[config.mk]
export PLATFORM = sky130hd
export DESIGN_NAME = dgs_mul
export DESIGN_NICKNAME = d
export VERILOG_FILES = /design/src/dgs_mul.sv
export SDC_FILE = /design/constraint.sdc
export NUM_CORES = 2
export LEC_CHECK = 0
export ABC_AREA = 1
export BUFFER_PORTS_ARGS = -buffer_cell sky130_fd_sc_hd__buf_2
export CAP_MARGIN = 5
export CORE_MARGIN = 10
export CORE_UTILIZATION = 60
export CTS_BUF_LIST = sky130_fd_sc_hd__clkbuf_8
export CTS_CLUSTER_SIZE = 28
export DETAILED_ROUTE_END_ITERATION = 8
export GPL_ROUTABILITY_DRIVEN = 0
export PLACE_DENSITY = 0.81
export SETUP_SLACK_MARGIN = 0.1
export SLEW_MARGIN = 30
export SYNTH_ARGS = -nofsm -noshare
export SYNTH_HDL_FRONTEND = slang
export SYNTH_SLANG_ARGS = --single-unit
[constraint.sdc]
create_clock -name clk -period 7.6 [get_ports clk]
set_input_delay 1.14 -clock clk [delete_from_list [all_inputs] [get_ports clk]]
set_output_delay 1.14 -clock clk [all_outputs]
set_load 0.01 [all_outputs]
[src/dgs_mul.sv]
// Shared 64x64 multiplier built from one 32x32 multiplier over four passes.
// Standalone; the top-level sequencer drives go and waits for done.
module dgs_mul (
  input  logic         clk,
  input  logic         rst,
  input  logic         go,
  input  logic [63:0]  a,
  input  logic [63:0]  b,
  output logic [127:0] prod,
  output logic         done
);
  logic [63:0]  ra, rb;
  logic [63:0]  preg;
  logic [1:0]   psh;
  logic         pv;
  logic [2:0]   cnt;
  logic         busy;
  logic [31:0]  ah, bh;

  assign ah = cnt[0] ? ra[63:32] : ra[31:0];
  assign bh = cnt[1] ? rb[63:32] : rb[31:0];

  always_ff @(posedge clk) begin
    if (rst) begin
      busy <= 1'b0;
      pv   <= 1'b0;
      done <= 1'b0;
      cnt  <= '0;
    end else begin
      done <= 1'b0;
      if (go) begin
        busy <= 1'b1;
        pv   <= 1'b0;
        cnt  <= '0;
      end else if (busy) begin
        pv <= (cnt < 3'd4);
        if (cnt == 3'd4) begin
          busy <= 1'b0;
          done <= 1'b1;
        end else begin
          cnt <= cnt + 3'd1;
        end
      end
    end
  end

  always_ff @(posedge clk) begin
    if (go) begin
      ra   <= a;
      rb   <= b;
      prod <= '0;
    end else begin
      preg <= 64'(ah) * 64'(bh);
      psh  <= 2'(cnt[0]) + 2'(cnt[1]);
      // accumulate the product issued last cycle at its 32-bit column
      if (pv) prod <= prod + (128'(preg) << {psh, 5'd0});
    end
  end
endmodule

==> metrics.csv <==
metric,value,unit
status,"finished, violations left",
violated checks,"design-rule violations, negative setup slack",
largest net degree at the start of global routing,114,
global-route wire length before repair,334,mm
min Tclk post-route,7.69,ns
Initial Util,0.607,
Non-Filler Instances,10400,
final setup TNS,-0.135,ns
routed vias,60200,
DIE WIDTH,336,um
Chip Height,336,um
Layout area overhead,13.8,%
Final Cycle Share,1.01,
Via-to-Cell Ratio,5.78,
unrepaired setup endpoints after global routing,yes,
Max Slew Vio Count,0,
leading cell type by number of instances after synthesis,nand2_1,
die area,0.113,mm2
Residual DRC,1,
WL final,235,mm
DP Wirelength,182,mm
Inst Count DP,10200,
Syn Nets,9988,
TritonCTS clock tree,built,
Setup WS post-layout,-0.0926,ns
Crit. End Element,register,
synth top area cells,"fa_1 30%, nand2_1 14%, inv_1 13%",
Root Driver,clkbuf_8,
H-Tree Depth,2,
Longest Clk Path Bufs,3,
final hold slack,0.475,ns
Hold Crit Class,register to register,
startpoint types,register,
Iteration-0 DRC Markers,9030,
worst path required time,8.15,ns
normalized max-slew margin,0.247,
yosys warns,0,
initial antenna violation count,14,
Yosys top cell by area,fa_1,
Cells after Synth,8568,
Arrival @ worst endpoint,8.24,ns
layout cells sized above 1,0.134,
Post-synth EDFFs,194,
Final Hold Fails,0,
register area share after synthesis,0.142,
Clock Sinks,328,
clk_lat worst skew,0.87,ns
Clock Skew,0.166,ns
max cap viols,0,
kind of critical path,register to register,
# rows,115,
final setup vio count,3,
core area,0.0987,mm2
I/O pin cnt,260,
post-synth design cell area,0.0599,mm2
"most used cell, CP",nand2_1,
IO buf count,259,
GRT Residual Overflow,0,
Util after Layout,0.691,
slowest CP cell,fa_1,
vias in the first global route,58500,
ys async rst share,0,
CTS Hold Bufs,0,
most frequent cells after synthesis,"2,265 x nand2_1, 2,058 x inv_1, 1,293 x nor2_1",
DR pass1 iterations,9,
predominant post-synthesis flop cell,edfxtp_1,
drt wl/cell,22.6,um
share of the synthesized area in the top cell type,0.300,
r2r setup slk,-0.09,ns
GRT Total Usage,0.392,
Critical Path Max Stage Delay,0.51,ns
"FF+latch count, synth",328,
Final ANT Viol Nets,0,
"Reg clk slew, reported paths",0.07,ns
Tightest Pin Transition,1.13,ns
top achievable clock speed,130,MHz
Synth cell types,41,
nets,10500,
CTS Buf Count,57,
"Avg Cell Area, Syn",7.00,um2
critical path peak fanout,16,
## cells by family after synthesis
kind of cell	Yosys count	synth area share
AND/OR/NAND/NOR	3964	0.263
buffers and inverters	2361	0.149
adder cells (fa/ha/maj)	1289	0.381
AO/OA/AOI/OAI	507	0.0468
flip-flops	328	0.142
XOR/XNOR	119	0.0174
## timing repair
item	CTS	global route
pin swaps	1	82
hold endpoints to repair	0	0
buffers inserted	7	89
gates cloned	2	4
setup endpoints to repair	37	41
resized for setup	46	316
## worst max-delay path, delay by kind of cell, from the launching register on
kind / cells / cell delay (ns)
buf+inv: 11 / 1.51
compound gates: 2 / 0.36
fa+ha+maj: 9 / 3.78
flops: 1 / 0.38
simple gates: 11 / 1.39
## cell usage in the layout, fill, tap and decap left out, types with 15 or more instances in the layout
| cell | Yosys | layout |
|---|---|---|
| o21ai_2 | 29 | 30 |
| nand2_2 | 24 | 50 |
| o21ai_1 | 38 | 38 |
| nand4_1 | 28 | 28 |
| buf_2 | 64 | 258 |
| a21oi_2 | 0 | 16 |
| buf_12 | 0 | 39 |
| inv_2 | 56 | 69 |
| nand2_1 | 2265 | 2235 |
| nand3_2 | 11 | 22 |
| nand3_1 | 176 | 164 |
| edfxtp_1 | 194 | 194 |
| nor2_1 | 1293 | 1259 |
| nor2_2 | 47 | 73 |
| buf_6 | 0 | 45 |
| fa_1 | 897 | 874 |
| nor3_1 | 19 | 17 |
| o21ai_0 | 190 | 158 |
| buf_4 | 0 | 315 |
| inv_1 | 2058 | 2044 |
| dfxtp_1 | 134 | 131 |
| a21oi_1 | 176 | 160 |
| fa_2 | 0 | 23 |
| a21o_1 | 18 | 18 |
| xnor2_1 | 25 | 25 |
| o21ai_4 | 0 | 31 |
| ha_1 | 392 | 368 |
| xor2_1 | 94 | 94 |
| or2_2 | 64 | 56 |
| clkinv_1 | 16 | 19 |
| clkbuf_8 | 0 | 63 |
| nor2_4 | 7 | 15 |
| ha_4 | 0 | 22 |
## per-layer routing
| metal | wire (um) | GRT usage | part of all wire | vias up |
|---|---|---|---|---|
| met5 | 240 | 0 | 0.0010 | - |
| met4 | 27000 | 0.317 | 0.11 | 12 |
| met3 | 37700 | 0.147 | 0.16 | 1712 |
| met2 | 97400 | 0.596 | 0.41 | 5159 |
| met1 | 72900 | 0.439 | 0.31 | 27300 |
| li1 | - | - | - | 26000 |
## worst paths after layout
path,endpoint,from,cells past startpoint
worst max register to register,preg[63]$_DFFE_PN_,cnt[0]$_SDFFE_PP0P_,33
worst min-delay path,done$_SDFF_PP0_,cnt[2]$_SDFFE_PP0P_,2
worst max-delay path,preg[63]$_DFFE_PN_,cnt[0]$_SDFFE_PP0P_,33
worst min register to register,done$_SDFF_PP0_,cnt[2]$_SDFFE_PP0P_,2
## final cells by class
type | count | area [um2]
Multi-Input combinational cell | 5879 | 43700
Fill cell | 7555 | 30500
Sequential cell | 328 | 8520
Inverter | 2130 | 8070
Timing Repair Buffer | 668 | 5170
Tap cell | 1287 | 1610
Clock buffer | 63 | 867
Clock inverter | 40 | 305
Antenna cell | 9 | 22.5
## state kept, by name, indices dropped and copies added (netlist names)
register	count
busy	1
cnt	3
done	1
preg	64
prod	128
psh	2
pv	1
ra	64
rb	64
## metrics by stage
stage,worst slack [ns],instance area [um2]
floorplan,0.315,59900
global placement,-0.0740,64700
detailed placement,-0.255,64700
CTS,0.0867,66200
global route,-0.207,68200
finish,-0.0926,68200
Power is left out: the tool's default activity adds up to more than one toggle a clock period on the data nets, which glitch-free logic cannot reach.
