===== src/dgs_div.sv =====
// Shared restoring divider by a small divisor, four quotient bits a cycle.
// Dividend enters msb-aligned; the low 64 quotient bits are returned.
module dgs_div (
  input  logic         clk,
  input  logic         rst,
  input  logic         go,
  input  logic [127:0] dividend,
  input  logic [9:0]   divisor,
  input  logic [5:0]   steps,
  output logic [63:0]  quot,
  output logic         done
);
  logic [127:0] sr, sr_next;
  logic [9:0]   rem, rem_next, dv;
  logic [5:0]   cnt;
  logic         busy;

  always_comb begin
    logic [10:0] t;
    sr_next  = sr;
    rem_next = rem;
    for (int i = 0; i < 4; i++) begin
      t       = {rem_next, sr_next[127]};
      sr_next = {sr_next[126:0], 1'b0};
      if (t >= {1'b0, dv}) begin
        rem_next   = 10'(t - {1'b0, dv});
        sr_next[0] = 1'b1;
      end else begin
        rem_next = t[9:0];
      end
    end
  end

  assign quot = sr[63:0];

  always_ff @(posedge clk) begin
    if (rst) begin
      busy <= 1'b0;
      done <= 1'b0;
      cnt  <= '0;
    end else begin
      done <= 1'b0;
      if (go) begin
        busy <= 1'b1;
        cnt  <= steps;
      end else if (busy) begin
        cnt <= cnt - 6'd1;
        if (cnt == 6'd1) begin
          busy <= 1'b0;
          done <= 1'b1;
        end
      end
    end
  end

  always_ff @(posedge clk) begin
    if (go) begin
      sr  <= dividend;
      rem <= '0;
      dv  <= divisor;
    end else if (busy) begin
      sr  <= sr_next;
      rem <= rem_next;
    end
  end
endmodule


===== config.mk =====
export PLATFORM = sky130hd
export DESIGN_NAME = dgs_div
export DESIGN_NICKNAME = d
export VERILOG_FILES = /design/src/dgs_div.sv
export SDC_FILE = /design/constraint.sdc
export NUM_CORES = 1
export LEC_CHECK = 0
export ABC_CLOCK_PERIOD_IN_PS = 23100
export BUFFER_PORTS_ARGS = -buffer_cell sky130_fd_sc_hd__buf_4
export CORE_MARGIN = 2
export CORE_UTILIZATION = 50
export DETAILED_ROUTE_END_ITERATION = 8
export PLACE_DENSITY = 0.75
export SETUP_SLACK_MARGIN = 0.05
export SLEW_MARGIN = 10
export SYNTH_ARGS = -nofsm -noshare
export SYNTH_HDL_FRONTEND = slang
export SYNTH_SLANG_ARGS = --single-unit

===== constraint.sdc =====
create_clock -name clk -period 23.1 [get_ports clk]
set_input_delay 3.465 -clock clk [delete_from_list [all_inputs] [get_ports clk]]
set_output_delay 3.465 -clock clk [all_outputs]
set_load 0.01 [all_outputs]

==> results.md, run 1 <==
* Vias in the first global route at 6,125
* Peak VDD IR at 0.2035 mV
* Worst skew pair latency at between 0.4 and 0.5 ns
* Total grt overflow at 0
* IO Port Bufs at about 210
* Int Pwr at approximately 1.1 mW
* Global-route wire length before repair at around 33,000 um
* Largest net degree at the start of global routing at 66
* Layout cell share with drive strength beyond 1 at around 46%
* Drt wl/cell at between 15 and 20 um
* CP Data Required Time at approximately 23 ns
* Max Cap Viol at 0
* Layout Area Growth over Synthesis at 21.04%
* Syn_area_per_cell at between 10 and 15 sq um
* Yosys reg bits at around 160
* Drt total wl at around 21,000 um
* Crit-path leading delay family: compound AO/OA/AOI/OAI gates
* Sequential fraction of the synthesis area at 49.53%
* Initial Util at 50.80%
* Final ANT Viol Nets at 0
* Sequential power share at approximately 20%
* Top FF cell, synth: edfxtp_1
* RSZ-0062 raised after global routing: no
* Drc violations at 0
* Fin crit period at roughly 11 ns
* Die Ht at around 140 um
* CP max stage delay at 0.76 ns
* WP data arrival at between 10 and 15 ns
* Final-report hold violation count at 0
* Fmax at 94.34 MHz
* Routed vias at roughly 6,000
* Switching Share at about two fifths
* 1st-iter DRT viols at 443
* Worst relative slew slack at between 30% and 40%
* Post-DP HPWL at around 16,000 um
* Overall power at between 1.5 and 2 mW
* Die area at a little under 20,000 sq um
* Post-Syn Instances at 719
* Clk_skew at between 0.01 and 0.015 ns
* Ys async rst share at 0%
* Setup TNS Final at 0 ns
* Worst Max-Slew Pin Slew at between 0.9 and 1 ns
* Worst Path Buf+Inv at 6
* Final slew viol count at 0
* WHS at between 0.4 and 0.5 ns
* CTS clk-pin slew, worst paths at approximately 0.07 ns
* Routability cong. at approximately 0.94
* Synth warn at 0
* First-pass iteration count of the detailed router at 5
* Pwr Density at around 170 nW/um^2
* Tcrit/Tclk final at about 46%
* Core Area at around 18,000 sq um
* CTS buffer count at 17
* FP Rows at 49
* Leakage at between 4 and 5 nW
* Clk buf depth at 2
* Total track usage at a little over a fifth
* Dpl ws at around 13 ns
* Syn Nets at just over 900
* Max FO, Critical Path at 13
* Mapped Area at 9094 sq um
* Die X at 138.9 um
* Layout net count at between 1,000 and 1,500
* CP max-delay cell: a31oi_2
* Clk network pwr share at between 10 and 15%
* Hold WC Path Type: flip-flop to flip-flop
* Sink Count at 156
* CTS tree: built
* Final Setup Violations at 0
* Status: finished, final reports clean
* Post-synth EDFFs at between 100 and 150
* CTS H-tree lvls at 4
* Diode count at 0
* Initial antenna violation count at 0
* Comb pwr share at between 60% and 70%
* Post-CTS Setup Repair Bufs at 0
* Vias/cell at approximately 5.4
* Final Worst Setup Slack at about 12 ns
* Commonest non-fill, non-tap cell in the layout: buf_4
* Setup CP Type: flip-flop to flip-flop
* CTS root buf: clkbuf_16
* Cell variety after synth at 52
* CP Launch Type: flip-flop
* NetSw at around 0.8 mW
* Cts hold-fix bufs at 0
* Most frequent cells in the layout: 216 x buf_4, 138 x edfxtp_1, 135 x mux2_2
* IO Pins at approximately 210
* Post-CTS sizing at 0
* CP endpoint kind: flip-flop
-- area by class of cell --
class,count,area (sq um)
Fill cell,1482,6895
Tap cell,229,286.5
Clock buffer,17,425.4
Sequential cell,156,4504
Inverter,25,93.84
Timing Repair Buffer,217,1633
Multi-Input combinational cell,450,3915
Clock inverter,15,148.9
-- routing by layer --
| metal | GRT usage [%] | up-vias | wire, um |
|---|---|---|---|
| met3 | 7.562 | 28 | 1519 |
| met4 | 6.911 | 0 | 482 |
| met5 | 0 | - | 0 |
| met2 | 36.53 | 216 | 10250 |
| met1 | 26.84 | 2871 | 8844 |
| li1 | - | 2907 | - |
-- cell usage after synthesis, types with 5 or more instances --
cell	count	share of area, %
dfxtp_1	18	4.0
buf_4	65	5.4
nand2b_1	5	0.34
mux2_2	135	17
edfxtp_1	138	46
a21o_1	19	1.6
o21a_1	5	0.41
nor2b_1	8	0.55
a21oi_1	24	1.3
xor2_1	11	1.1
nand2_1	19	0.78
nand4_1	7	0.48
o21ai_0	9	0.50
xnor2_1	19	1.8
nand3_1	10	0.55
a211oi_1	13	1.1
clkbuf_1	20	0.83
o31ai_1	5	0.41
mux2_4	9	1.5
mux2i_1	14	1.5
nor3_1	8	0.44
inv_1	25	1.0
ha_1	42	5.8
nor2_1	48	2.0
-- sequential cells by signal (all words and copies together) (netlist names) --
signal / flops
busy: 1
cnt: 6
done: 1
dv: 10
rem: 10
sr: 128
-- power by group through the flow --
stage / registers (mW) / clock network (mW) / logic (mW)
after floorplan: 0.373 / 0 / 1.02
after global placement: 0.383 / 0 / 1.25
after detailed placement: 0.383 / 0 / 1.24
after CTS: 0.378 / 0.277 / 1.25
after global routing: 0.381 / 0.288 / 1.37
final: 0.377 / 0.272 / 1.27
-- worst paths after layout --
check / from / slack (ns) / cells past startpoint / end
setup reg to reg: dv[1] / 12.50 / 40 / rem[0]
hold reg to reg: rem[9] / 0.50 / 2 / rem[9]
setup / recovery: dv[1] / 12.50 / 40 / rem[0]
hold / removal: rem[9] / 0.50 / 2 / rem[9]
-- kinds of logic after synthesis --
kind of cell | Yosys count | synth area share [%]
adder cells (fa/ha/maj) | 46 | 6.659
multiplexers | 158 | 19.74
AO/OA/AOI/OAI | 97 | 7.499
AND/OR/NAND/NOR | 119 | 6.233
XOR/XNOR | 30 | 2.889
flip-flops | 156 | 49.53
buffers and inverters | 113 | 7.443
-- per-stage QoR --
stage / std cells / instance area (sq um) / util (%)
floorplan: 719 / 9094 / -
global placement: 1077 / 10430 / 58.28
detailed placement: 1077 / 10430 / 58.28
CTS: 1109 / 11010 / 61.48
global route: 1109 / 11010 / 61.48
finish: 1109 / 11010 / 61.48
-- tightest hold or removal path: stages (launching register included) --
cell and delay [ns]:
dfxtp_1 0.32, nor2_1 0.08, a211oi_1 0.05
Power figures use the tool's default switching activity.
==> run 2: changes to the inputs <==
ABC_CLOCK_PERIOD_IN_PS = 10900   (was 23100)
clock period = 10.9 ns   (was 23.1 ns; I/O delays follow)
==> results.md, run 2 (synthesis results as in run 1) <==
* Status: finished, final reports clean
* Total grt overflow at 0 (unchanged)
* Post-CTS Setup Repair Bufs at 0 (unchanged)
* Pwr Density at 369.4 nW/um^2 (+110%)
* Cells after DPL at 1,076 (-0.093%)
* Hold WC Path Type: flip-flop to flip-flop
* Drt total wl at 21,250 um (+0.73%)
* Sequential power share at 19.7% (about the same)
* 1st-iter DRT viols at 444 (+0.23%)
* Global-route wire length before repair at 33,350 um (+1.4%)
* CTS root buf: clkbuf_16
* IO Port Bufs at 211 (unchanged)
* R2r setup slk at 0.98 ns (-11.52 ns)
* NetSw at 1.663 mW (+110%)
* Total track usage at 22.19% (+0.30 points)
* Cell Area, Placed at 10,430 sq um (about the same)
* First-pass iteration count of the detailed router at 5 (unchanged)
* Setup CP Type: flip-flop to flip-flop
* Final Worst Setup Slack at 0.9773 ns (-11.52 ns)
* Max FO, Critical Path at 13 (unchanged)
* CP max stage delay at 0.51 ns (-0.25 ns)
* Largest net degree at the start of global routing at 86 (+30%)
* Drc violations at 0 (unchanged)
* Peak VDD IR at 0.3986 mV (+96%)
* Final-report hold violation count at 0 (unchanged)
* Filler instances at 1,446 (-2.4%)
* WP data arrival at 10.23 ns (-0.68 ns)
* Vias in the first global route at 6,331 (+3.4%)
* Die X at 138.9 um (unchanged)
* Clk buf depth at 2 (unchanged)
* Commonest non-fill, non-tap cell in the layout: buf_4
* Clk network pwr share at 14.3% (about the same)
* Worst skew pair latency at 0.43 ns (about the same)
* Most used cell, CP: a21oi_1
* Dpl ws at 1.097 ns (-11.55 ns)
* CTS buffer count at 17 (unchanged)
* Max FFs per register at 128 (unchanged)
* Switching Share at 40.96% (-0.55 points)
* Most frequent cells in the layout: 215 x buf_4, 138 x edfxtp_1, 135 x mux2_2
* Worst Max-Slew Pin Slew at 1.008 ns (+0.06253 ns)
* IO Pins at 212 (unchanged)
* Int Pwr at 2.396 mW (+110%)
* Layout cell share with drive strength beyond 1 at 45.51% (-0.062 points)
* Cts hold-fix bufs at 0 (unchanged)
* CP max-delay cell: edfxtp_1
* Final Setup Violations at 0 (unchanged)
* Worst Path Buf+Inv at 5 (-1)
* CP endpoint kind: flip-flop
* Largest regs: sr x128, dv x10, rem x10
* Comb pwr share at 66.0% (about the same)
* Die area at 19,280 sq um (unchanged)
* Diode count at 0 (unchanged)
* Layout net count at 1,059 (-0.094%)
* Register area at 4504 sq um (unchanged)
* Met2 Wirelength at 10,350 um (+1.1%)
* CTS H-tree lvls at 4 (unchanged)
* Leakage at 4.661 nW (+0.20%)
* Final slew viol count at 0 (unchanged)
* Max Cap Viol at 0 (unchanged)
* Fin crit period at 9.923 ns (-0.6775 ns)
* CP Launch Type: flip-flop
* Largest Register: sr
* Metal-1 WL at 8766 um (-0.88%)
* Final ANT Viol Nets at 0 (unchanged)
* Layout Area Growth over Synthesis at 20.83%
* Fmax at 100.8 MHz (+6.8%)
* Clk_skew at 0.01049 ns (+0.0001684 ns)
* FP Rows at 49 (unchanged)
* Wire length on met3 at 1597 um (+5.1%)
* Sink Count at 156 (unchanged)
* Tcrit/Tclk final at 91.03% (+45 points)
* Multi-input logic area at 3915 sq um (unchanged)
* Worst relative slew slack at 32.78% (-4.0 points)
* Initial Util at 50.80% (unchanged)
* Non-filler cells in the finished layout at 1,108 (-0.090%)
* Setup TNS Final at 0 ns (unchanged)
* RSZ-0062 raised after global routing: no
* Fin area at 10,990 sq um (-0.17%)
* Die Ht at 138.9 um (unchanged)
* Core Area at 17,900 sq um (unchanged)
* Crit-path leading delay family: compound AO/OA/AOI/OAI gates
* CTS tree: built
* Vias/cell at 5.513 (+1.5%)
* CTS clk-pin slew, worst paths at 0.07 ns (about the same)
* Post-DP HPWL at 15,390 um (-1.2%)
* Routability cong. at 0.8917 (-4.8%)
* CP Data Required Time at 11.21 ns (-12.20 ns)
* Drt wl/cell at 19.18 um (+0.82%)
* Routed vias at 6,108 (+1.4%)
* Initial antenna violation count at 0 (unchanged)
* DR top layer: met4
* Post-CTS sizing at 0 (unchanged)
-- run 2: metal layers --
metal	global-route usage [%]	up-vias
li1	-	2908
met1	27.36	2936
met2	36.87	231
met3	7.217	33
met4	7.709	0
met5	0	-
-- run 2: area by class of cell --
cell class                 count  share of cell area [%]
clock buffer                  18                   3.906
clock inverter                14                   1.218
inverter                      25                  0.8540
multi-input combinational    450                   35.63
sequential                   156                   40.99
tap                          229                   2.608
timing repair buffer         216                   14.79
-- run 2: final timing paths --
path,from,end,depth (start not counted)
setup / recovery,dv[1],rem[0],38
hold / removal,rem[9],rem[9],2
setup reg to reg,dv[1],rem[0],38
hold reg to reg,rem[9],rem[9],2
-- run 2: worst reg2reg max path, delay by kind of cell, from the launching register on --
kind	cells	cell delay (ns)
multiplexers	3	0.81
flip-flops	1	0.51
AND/OR/NAND/NOR	9	2.48
buffers and inverters	5	1.07
adder cells (fa/ha/maj)	4	1.28
AO/OA/AOI/OAI	17	3.68
-- run 2: stage by stage --
step / power, mW / hold slack (ns) / util (%)
2_1_floorplan: 2.951 / 0.4635 / -
3_3_place_gp: 3.457 / 0.4922 / 58.23
3_5_place_dp: 3.456 / 0.4974 / 58.23
4_1_cts: 4.049 / 0.5065 / 61.38
5_1_grt: 4.358 / 0.5381 / 61.38
6_report: 4.059 / 0.4984 / 61.38
-- run 2: power groups by stage --
stage | registers [mW] | clock network, mW | logic (mW)
3_5_place_dp | 0.812 | 0 | 2.64
2_1_floorplan | 0.789 | 0 | 2.16
5_1_grt | 0.810 | 0.610 | 2.94
4_1_cts | 0.802 | 0.587 | 2.66
3_3_place_gp | 0.813 | 0 | 2.64
6_report | 0.801 | 0.578 | 2.68
==> run 3: changes to the inputs <==
ABC_AREA = 1   (was default)
==> results.md, run 3 <==
* Worst skew pair latency at 0.43 ns (about the same)
* Post-CTS sizing at 0 (unchanged)
* Max FO, Critical Path at 18 (+5)
* First-pass iteration count of the detailed router at 5 (unchanged)
* Layout Area Growth over Synthesis at 19.98%
* CP endpoint kind: flip-flop
* Initial antenna violation count at 0 (unchanged)
* CP max-delay cell: a21oi_1
* Pwr Density at 344.6 nW/um^2 (-6.7%)
* Total grt overflow at 0 (unchanged)
* Most frequent cells in the layout: 532 x nand2_1, 214 x buf_4, 138 x edfxtp_1
* CTS clk-pin slew, worst paths at 0.06 ns (about the same)
* Overall power at 3.896 mW (-4.0%)
* CP Launch Type: flip-flop
* Sequential fraction of the synthesis area at 47.80% (-1.7 points)
* Post-synth EDFFs at 138 (unchanged)
* Clk_skew at 0.006019 ns (-0.004468 ns)
* Commonest non-fill, non-tap cell in the layout: nand2_1
* CTS root buf: clkbuf_16
* CTS tree: built
* Total track usage at 24.43% (+2.2 points)
* Final slew viol count at 0 (unchanged)
* Global-route wire length before repair at 38,050 um (+14%)
* Syn_area_per_cell at 8.222 sq um (-35%)
* Peak VDD IR at 0.2500 mV (-37%)
* Die Ht at 141.3 um (+1.7%)
* CP max stage delay at 0.76 ns (+0.25 ns)
* Cell variety after synth at 40 (-23%)
* Top FF cell, synth: edfxtp_1
* Final-report hold violation count at 0 (unchanged)
* RSZ-0062 raised after global routing: no
* Ys async rst share at 0% (unchanged)
* CTS H-tree lvls at 4 (unchanged)
* Mapped Area at 9423 sq um (+3.6%)
* Drt wl/cell at 15.73 um (-18%)
* Most used cell, CP: nand2_1
* Leakage at 5.700 nW (+22%)
* Layout net count at 1,471 (+39%)
* CTS buffer count at 17 (unchanged)
* WP data arrival at 8.57 ns (-1.66 ns)
* Fmax at 121.9 MHz (+21%)
* Clk buf depth at 2 (unchanged)
* Drc violations at 0 (unchanged)
* Worst relative slew slack at 30.78% (-2.0 points)
* Status: finished, final reports clean
* Util after Layout at 60.85% (-0.53 points)
* Worst Max-Slew Pin Slew at 1.034 ns (+0.02619 ns)
* Final Setup Violations at 0 (unchanged)
* Post-CTS Setup Repair Bufs at 0 (unchanged)
* CP Data Required Time at 11.27 ns (+0.06 ns)
* Post-DP HPWL at 17,330 um (+13%)
* Largest net degree at the start of global routing at 96 (+12%)
* Crit-path leading delay family: simple AND/OR/NAND/NOR gates
* Hold WC Path Type: flip-flop to flip-flop
* Post-Syn Instances at 1,146 (+59%)
* Worst Path Buf+Inv at 7 (+2)
* Diode count at 0 (unchanged)
* Largest Register: sr
* Drt total wl at 23,990 um (+13%)
* Routed vias at 7,828 (+28%)
* Die area at 19,960 sq um (+3.5%)
* Cts hold-fix bufs at 0 (unchanged)
* Count leader, synth: nand2_1
* IO Port Bufs at 211 (unchanged)
* Setup TNS Final at 0 ns (unchanged)
* Filler instances at 1,561 (+8.0%)
* Multi-input logic area at 3931 sq um (+0.42%)
* 1st-iter DRT viols at 571 (+29%)
* Tcrit/Tclk final at 75.28% (-16 points)
* Sink Count at 156 (unchanged)
* Vias/cell at 5.133 (-6.9%)
* Final ANT Viol Nets at 0 (unchanged)
* Yosys reg bits at 156 (unchanged)
* Max Cap Viol at 0 (unchanged)
* Fin crit period at 8.206 ns (-1.717 ns)
* Register area at 4504 sq um (unchanged)
* Routability cong. at 0.9343 (+4.8%)
* FP Rows at 50 (+2.0%)
* Vias in the first global route at 7,571 (+20%)
* Core Area at 18,580 sq um (+3.8%)
* Area share of the largest cell type after synthesis at 43.98% (-1.6 points)
* Area leader, netlist: edfxtp_1
* Setup CP Type: flip-flop to flip-flop
* Layout cell share with drive strength beyond 1 at 20.29% (-25 points)
* Largest regs: sr x128, dv x10, rem x10
* Top post-synthesis cells by area: edfxtp_1 44%, nand2_1 21%, ha_1 5.6%
* Die X at 141.3 um (+1.7%)
* IO Pins at 212 (unchanged)
* Top cells by instance count after synthesis: 532 x nand2_1, 138 x edfxtp_1, 91 x inv_1
* Syn Nets at 1,339 (+47%)
* Synth warn at 0 (unchanged)
* Max FFs per register at 128 (unchanged)
* Initial Util at 50.71% (-0.083 points)
[run 3: cell types whose count changed in the layout (fill, tap and decap cells not counted), moves of 14 or more]
cell	previous run	this run
mux2_2	135	0
mux2i_1	14	0
nor2_1	48	31
nand3_1	10	49
a21o_1	19	5
nand2_1	19	532
inv_1	25	90
[run 3: worst paths after layout]
check,start,endpoint,slack [ns],depth (start not counted)
worst max register to register,dv[9],rem[4],2.69,44
worst min-delay path,rem[2],rem[2],0.47,2
worst min register to register,rem[2],rem[2],0.47,2
worst max-delay path,dv[9],rem[4],2.69,44
[run 3: layer usage]
layer | GRT usage [%] | wire length [um]
met5 | 0 | 0
met4 | 7.737 | 495
met3 | 7.189 | 2011
met2 | 41.11 | 11880
met1 | 30.48 | 9595
[run 3: logic make-up (layout without fill, tap and decap cells)]
logic type | count (synthesis) | count (layout) | synth area share, %
fa+ha+maj | 46 | 46 | 6.427
buf+inv | 193 | 338 | 10.48
compound gates | 77 | 77 | 4.688
xor+xnor | 29 | 29 | 2.696
flops | 156 | 156 | 47.80
simple gates | 645 | 645 | 27.91
[run 3: through the flow]
step / worst slack [ns] / cells / instance area, sq um / hold slack (ns)
6_report: 2.694 / 1525 / 11310 / 0.4745
3_5_place_dp: 2.955 / 1493 / 10690 / 0.4647
2_1_floorplan: 4.510 / 1146 / 9423 / 0.4457
5_1_grt: 1.878 / 1525 / 11310 / 0.5083
3_3_place_gp: 3.137 / 1493 / 10690 / 0.4687
4_1_cts: 2.843 / 1525 / 11310 / 0.4775
[run 3: layout make-up]
class | instances | area share, %
Timing Repair Buffer | 214 | 14.21
Multi-Input combinational cell | 797 | 34.77
Tap cell | 234 | 2.590
Inverter | 92 | 3.099
Clock buffer | 17 | 3.763
Clock inverter | 15 | 1.726
Sequential cell | 156 | 39.84
[run 3: power breakdown]
group	switching (mW)	total (mW)	internal [mW]
logic	1.60	2.48	0.878
registers	0.0417	0.788	0.746
clock network	0.246	0.629	0.383
[run 3: worst register-to-register path: cells and delay by family (launching register included)]
family	cells	cell delay (ns)
flip-flops	1	0.35
AND/OR/NAND/NOR	23	3.06
AO/OA/AOI/OAI	10	2.60
adder cells (fa/ha/maj)	4	1.24
buffers and inverters	7	0.90
